**src/bm_pkg.sv**
```systemverilog
// Package for the binary64 multiplier: field widths, special encodings and
// the leading-zero helper used to normalize subnormal operands.
// Used by bm_unpack and binary64_multiplier; depends on nothing.
package bm_pkg;

  localparam int FRAC_W  = 52;
  localparam int SIG_W   = 53;
  localparam int EXP_W   = 11;
  localparam int WORD_W  = 64;
  localparam int PROD_W  = 2 * SIG_W;
  localparam int XEXP_W  = 14;
  localparam int SHIFT_W = 7;
  localparam int LO_W    = 32;
  localparam int HI_W    = SIG_W - LO_W;
  localparam int STAGES  = 6;

  localparam logic [EXP_W-1:0]  EXP_ALL   = 11'h7FF;
  localparam logic [WORD_W-1:0] INF_BITS  = 64'h7FF0_0000_0000_0000;
  localparam logic [WORD_W-1:0] QNAN_BITS = 64'h7FF8_0000_0000_0000;
  localparam logic signed [XEXP_W-1:0] EXP_BIAS = 14'sd1023;
  localparam logic signed [XEXP_W-1:0] EXP_INF  = 14'sd2047;
  localparam logic signed [XEXP_W-1:0] FLUSH_D  = 14'sd53;

  typedef logic [WORD_W-1:0] word_t;
  typedef logic signed [XEXP_W-1:0] xexp_t;

  // Left shift that brings the top set bit of a fraction up to the hidden bit
  function automatic logic [5:0] norm_shift(input logic [FRAC_W-1:0] f);
    logic [5:0] sh;
    sh = 6'(FRAC_W);
    for (int i = 0; i < FRAC_W; i++) begin
      if (f[i]) sh = 6'(FRAC_W - i);
    end
    return sh;
  endfunction

endpackage

```
**src/bm_unpack.sv**
```systemverilog
// Operand unpack: hidden bit, subnormal normalization and the biased exponent.
// Depends on bm_pkg.
module bm_unpack (
  input  logic [bm_pkg::EXP_W-1:0]  exp_field,
  input  logic [bm_pkg::FRAC_W-1:0] frac,
  input  logic [5:0]                shift,
  output logic [bm_pkg::SIG_W-1:0]  sig,
  output bm_pkg::xexp_t             exp
);

  // Shift subnormals up to the hidden bit, otherwise insert it
  always_comb begin
    if (exp_field == '0) begin
      sig = bm_pkg::SIG_W'(frac) << shift;
      exp = bm_pkg::xexp_t'(1) - bm_pkg::xexp_t'(shift);
    end else begin
      sig = {1'b1, frac};
      exp = bm_pkg::xexp_t'(exp_field);
    end
  end

endmodule

```
**config.mk**
```make
export PLATFORM = sky130hd
export DESIGN_NAME = bm_unpack
export DESIGN_NICKNAME = d
export VERILOG_FILES = /design/src/bm_pkg.sv /design/src/bm_unpack.sv
export SDC_FILE = /design/constraint.sdc
export NUM_CORES = 1
export LEC_CHECK = 0
export BUFFER_PORTS_ARGS = -buffer_cell sky130_fd_sc_hd__clkbuf_2
export CORE_MARGIN = 4
export CORE_UTILIZATION = 35
export DETAILED_ROUTE_END_ITERATION = 10
export PLACE_DENSITY = 0.7
export SLEW_MARGIN = 20
export SYNTH_ARGS = -nofsm -noshare
export SYNTH_HDL_FRONTEND = slang
export SYNTH_SLANG_ARGS = --single-unit
```
**constraint.sdc**
```tcl
create_clock -name vclk -period 1.9
set_input_delay 0.095 -clock vclk [all_inputs]
set_output_delay 0.095 -clock vclk [all_outputs]
set_load 0.01 [all_outputs]
```
==> impl_results.md, run 1 <==
* Max Clk Rate at 458 MHz
* Worst setup EP type: output pin
* Synth area leader: mux4_2
* Synth top area share at 0.312
* HPWL Detailed at 16.5 mm
* GRT Overall Usage at 0.316
* Yosys cell types at 61
* Post-DR wirelength/cell at 24.3 um
* Worst EP arrival at 2.09 ns
* PwrDens at 310 nW/um^2
* Data required, critical path at 1.80 ns
* Hold EP: exp[3]
* CLK BUF at 0
* Critical-path maximum fanout at 8
* Min-delay src: exp_field[3]
* Post-synthesis sequential area ratio at 0
* IO Pins at 136
* First-pass iteration count of the detailed router at 5
* Max cap viols at 0
* Rel. slew slack at 0.518
* N_diodes at 0
* Multi-input gate area at 4150 sq um
* Via count at 5563
* Worst-margin pin slew at 0.717 ns
* Setup violators final at 44
* Share of layout cells above drive strength 1 at 0.633
* Ys Warns at 0
* Most frequent cell after synthesis: nand2_1
* Leakage Power at 2.97 nW
* Post-Syn Area at 3890 sq um
* Max VDD drop at 0.000187 V
* Final Max Tran Viols at 0
* Final worst slack at -0.283 ns
* Buffers on Ports at 136
* Layout area overhead at 71.6%
* Final instance area at 6680 sq um
* HP Class: in2out
* Final hold vios at 0
* Number of global-route vias before repair at 5532
* Cells after DPL at 849
* GPL Wtd Cong at 0.972
* # rows at 38
* Post-route insts no fill at 867
* First-pass GRT wire length at 32.1 mm
* Synth area leaders: mux4_2, mux2i_1, nand2_1, mux2_2, nor2_1
* Flip-flop and latch count at 0
* Mapped Nets at 534
* Synthesized area per cell at 8.39 sq um
* Drt total wl at 21.1 mm
* DR iter-0 viols at 489
* Vias per cell at 6.42
* Fin crit share at 1.15
* Die footprint at 12900 sq um
* CP Class: in2out
* Die width at 113 um
* Core box area at 10800 sq um
* Hold_buf cts at 0
* FF+latch area at 0 sq um
* Place WS at -0.363 ns
* GR Overflow Total at 0
* Syn Inst Count at 464
* Failing checks: setup timing
* Status: finished, violations left
* Largest net degree at the start of global routing at 53
* Initial Utilization at 0.359
* RSZ-0062 raised after global routing: yes
* Power Total at 2.07 mW
* Remaining antenna violation count at 0
* Clock period minus worst slack at 2.18 ns
* Synth cell count leaders: nand2_1, mux4_2, nor2_1, mux2i_1, clkbuf_1
* Placed inst area at 5790 sq um
* Hold path cells at 3
* Die Y at 113 um
* Final #Nets at 799
* Initial antenna violation count at 1
* Filler cell count at 966
* Startpoint Class: primary input
* Drt drc at 0
==> cell type report <==
class	instances	share of cell area
Multi-Input combinational cell	407	0.621
Timing Repair Buffer	315	0.350
Tap cell	140	0.0262
Inverter	5	0.00281
==> per-layer routing <==
metal	global-route usage	vias to the layer above	wire, um
li1	-	2402	-
met4	0.111	2	944
met1	0.433	2724	8320
met5	0	-	13
met3	0.0456	70	2050
met2	0.511	365	9780
==> layout by cell type (no fill, tap or decap), types with 6 or more instances in the layout <==
cell type | Yosys | routed
mux4_2 | 54 | 54
mux2_4 | 1 | 14
clkbuf_2 | 0 | 117
mux2i_4 | 2 | 13
buf_6 | 4 | 32
buf_4 | 3 | 134
nand2_1 | 64 | 62
nand2b_1 | 12 | 12
o21ai_1 | 5 | 8
a21o_1 | 9 | 9
buf_12 | 1 | 10
mux2i_1 | 41 | 25
nor2_1 | 43 | 40
o211ai_1 | 8 | 8
o32a_1 | 6 | 6
o21ai_0 | 20 | 11
a22o_1 | 9 | 9
buf_2 | 7 | 17
==> kinds of logic (layout without fill, tap and decap cells) <==
family	after synthesis	in the layout	share of synthesized area
mux	118	118	0.491
fa+ha+maj	1	1	0.00321
xor+xnor	3	3	0.00675
compound gates	132	132	0.251
buf+inv	57	320	0.0720
simple gates	153	153	0.176
==> worst max-delay path: stages <==
cell	delay, ns
buf_16	0.13
buf_12	0.14
mux4_2	0.55
mux2i_4	0.28
inv_1	0.06
mux4_2	0.48
a22o_1	0.20
clkbuf_2	0.13
==> worst max-delay path by stage <==
stage | from | to | slack, ns | depth (start not counted)
2_1_floorplan | shift[0] | sig[48] | -0.01 | 7
3_3_place_gp | shift[0] | sig[37] | -0.37 | 10
3_5_place_dp | shift[0] | sig[37] | -0.36 | 10
4_1_cts | shift[0] | sig[26] | -0.25 | 7
5_1_grt | shift[0] | sig[52] | -0.30 | 9
6_report | shift[0] | sig[26] | -0.28 | 8
==> stage by stage <==
| stage | util | TNS [ns] | hold WS, ns |
|---|---|---|---|
| CTS | 0.595 | -5.41 | 0.487 |
| floorplan | - | -0.0129 | 0.292 |
| finish | 0.616 | -6.17 | 0.485 |
| global placement | 0.535 | -10.32 | 0.477 |
| global route | 0.616 | -8.27 | 0.498 |
| detailed placement | 0.535 | -10.50 | 0.488 |
==> power breakdown <==
group          leakage, nW  switching [mW]  internal, mW  total, mW
logic                 2.97            1.02          1.06       2.07
clock network            0               0             0          0
registers                0               0             0          0
total                 2.97            1.02          1.06       2.07
==> repair_timing <==
action	in CTS	in global routing
pin swaps	25	19
gates resized for setup	98	76
setup buffers	17	6
endpoints found under the setup margin	45	53
gates cloned	2	0
Note: power is estimated with default switching activity, not from simulation.
==> run 2: changes to the inputs <==
--- a/config.mk
+++ b/config.mk
@@ -6,10 +6,12 @@
 export NUM_CORES = 1
 export LEC_CHECK = 0
 export BUFFER_PORTS_ARGS = -buffer_cell sky130_fd_sc_hd__clkbuf_2
+export CELL_PAD_IN_SITES_DETAIL_PLACEMENT = 1
+export CELL_PAD_IN_SITES_GLOBAL_PLACEMENT = 2
 export CORE_MARGIN = 4
-export CORE_UTILIZATION = 35
+export CORE_UTILIZATION = 27
 export DETAILED_ROUTE_END_ITERATION = 10
-export PLACE_DENSITY = 0.7
+export PLACE_DENSITY = 0.88
 export SLEW_MARGIN = 20
 export SYNTH_ARGS = -nofsm -noshare
 export SYNTH_HDL_FRONTEND = slang
==> run 2 against run 1 <==
Compared with the run above: the flow still finishes with violations (setup timing); final cell count up 4.3%; critical path depth up 1; worst hold slack better by 0.0049 ns; cell area up 4.1%; die area up 27%; via count up 13%; fmax down 7.1%; first-iteration DRC count up 58%; combinational power up 15%; critical path type unchanged; highest routed layer is now met4.
==> impl_results.md, run 2 (synthesis gave the netlist of run 1 again) <==
* Status: finished, violations left
* Failing checks: setup timing
* Filler cell count at 1602 (+66%)
* # rows at 43 (+13%)
* Commonest non-fill, non-tap cell in the layout: buf_4
* Final worst slack at -0.450 ns (-0.167 ns)
* Share of layout cells above drive strength 1 at 0.673 (+0.0399)
* Post-DR wirelength/cell at 33.4 um (+37%)
* Largest net degree at the start of global routing at 38 (-28%)
* FF+latch area at 0 sq um (unchanged)
* Max VDD drop at 0.000134 V (-29%)
* Drt drc at 0 (unchanged)
* PwrDens at 344 nW/um^2 (+11%)
* Via count at 6306 (+13%)
* Max Clk Rate at 426 MHz (-7.1%)
* Final Max Tran Viols at 0 (unchanged)
* CP Class: in2out
* Remaining antenna violation count at 0 (unchanged)
* Leakage Power at 2.99 nW (+0.57%)
* Vias per cell at 6.98 (+8.7%)
* Final hold vios at 0 (unchanged)
* Data required, critical path at 1.80 ns (about the same)
* CP dominant cell by count: mux2i_1
* Max cap viols at 0 (unchanged)
* Die width at 128 um (+13%)
* Most frequent cells in the layout: buf_4, clkbuf_2, nand2_1
* Final instance area at 6950 sq um (+4.1%)
* Worst EP arrival at 2.26 ns (+0.17 ns)
* Setup TNS at -9.54 ns (-3.37 ns)
* CP startpoint: shift[0]
* Met1 Usage GRT at 0.388 (-0.0454)
* Setup violators final at 47 (+6.8%)
* Crit-path cells: buf_16 -> buf_8 -> mux4_2 -> buf_6 -> mux2i_1 -> mux2i_1 -> a221oi_2 -> a21oi_1 -> clkbuf_2
* Power Total at 2.39 mW (+15%)
* GR Overflow Total at 0 (unchanged)
* Crit path largest cell delay at 0.57 ns (+0.02 ns)
* Placed inst area at 5800 sq um (+0.13%)
* Critical-path maximum fanout at 8 (unchanged)
* GRT Overall Usage at 0.319 (+0.00283)
* Initial Utilization at 0.278 (-0.0808)
* RSZ-0062 raised after global routing: yes
* HPWL Detailed at 18.9 mm (+14%)
* IO Pins at 136 (unchanged)
* CLK BUF at 0 (unchanged)
* Die Y at 128 um (+13%)
* Rel. slew slack at 0.639 (+0.121)
* Min-delay src: exp_field[1]
* Flip-flop and latch count at 0 (unchanged)
* Worst-margin pin slew at 0.541 ns (-0.175 ns)
* Worst setup EP type: output pin
* Drt total wl at 30.2 mm (+43%)
* Clock period minus worst slack at 2.35 ns (+0.167 ns)
* Initial antenna violation count at 0 (-1)
* First-pass GRT wire length at 40.5 mm (+26%)
* Fin crit share at 1.24 (+0.0878)
* First-pass iteration count of the detailed router at 5 (unchanged)
* Hold_buf cts at 0 (unchanged)
* Number of global-route vias before repair at 6420 (+16%)
* Buffers on Ports at 136 (unchanged)
* Bufs and invs on worst path at 4 (unchanged)
* Core box area at 14000 sq um (+29%)
* N_diodes at 0 (unchanged)
* Layout area overhead at 78.6%
* Met3 GRT Util at 0.0675 (+0.0219)
* HP Class: in2out
* Final #Nets at 796 (-0.38%)
* Die footprint at 16400 sq um (+27%)
* GR peak layer: met2
* GPL Wtd Cong at 1.02 (+5.0%)
* Place WS at -0.444 ns (-0.0819 ns)
* DR iter-0 viols at 772 (+58%)
* Crit-path leading delay family: multiplexers
* CP max-delay cell: mux4_2
* Global-route met2 utilization at 0.510 (-0.00190)
* Startpoint Class: primary input
## run 2: changes by cell type in the layout (fill, tap and decap cells not counted), moves of 3 or more
cell,delta
mux2i_1,-10
mux2i_2,+9
nor2_1,-7
buf_4,-6
nor2_4,+5
a2bb2oi_2,+3
clkbuf_2,-3
mux2_4,+3
nand2b_1,-3
o21ai_0,-3
## run 2: where the power goes
part	leakage, nW	internal (mW)	switching [mW]	total, mW
logic	2.99	1.11	1.28	2.39
clock network	0	0	0	0
registers	0	0	0	0
## run 2: timing repair
action / CTS / global route
pin swaps: 28 / 19
resized for setup: 129 / 100
cloned: 2 / 0
endpoints found under the setup margin: 46 / 49
buffers inserted: 18 / 15
## run 2: final cells by class
class              instances  area (sq um)  area share
repair buffers           312          2360       0.339
multi-input cells        407          4350       0.626
inverters                  5          18.8     0.00270
well taps                180           225      0.0324
## run 2: metrics by stage
stage / hold WS (ns) / std cells / utilization
6_report: 0.490 / 904 / 0.497
5_1_grt: 0.511 / 904 / 0.497
4_1_cts: 0.485 / 896 / 0.464
3_5_place_dp: 0.482 / 880 / 0.415
3_3_place_gp: 0.477 / 880 / 0.415
2_1_floorplan: 0.292 / 464 / -
## run 2: final timing paths
path / slack (ns) / cells after the start / to
hold / removal: 0.49 / 3 / exp[1]
setup / recovery: -0.45 / 9 / sig[37]
## run 2: per-layer routing
layer | part of all wire | up-vias | wire (um)
li1 | - | 2389 | -
met1 | 0.35 | 3058 | 10600
met2 | 0.45 | 634 | 13600
met3 | 0.11 | 225 | 3290
met4 | 0.088 | 0 | 2650
met5 | 0 | - | 0
## run 2: tightest hold or removal path, cell delays in order
cell and delay, ns:
clkbuf_2 0.09, a21o_1 0.08, clkbuf_2 0.12
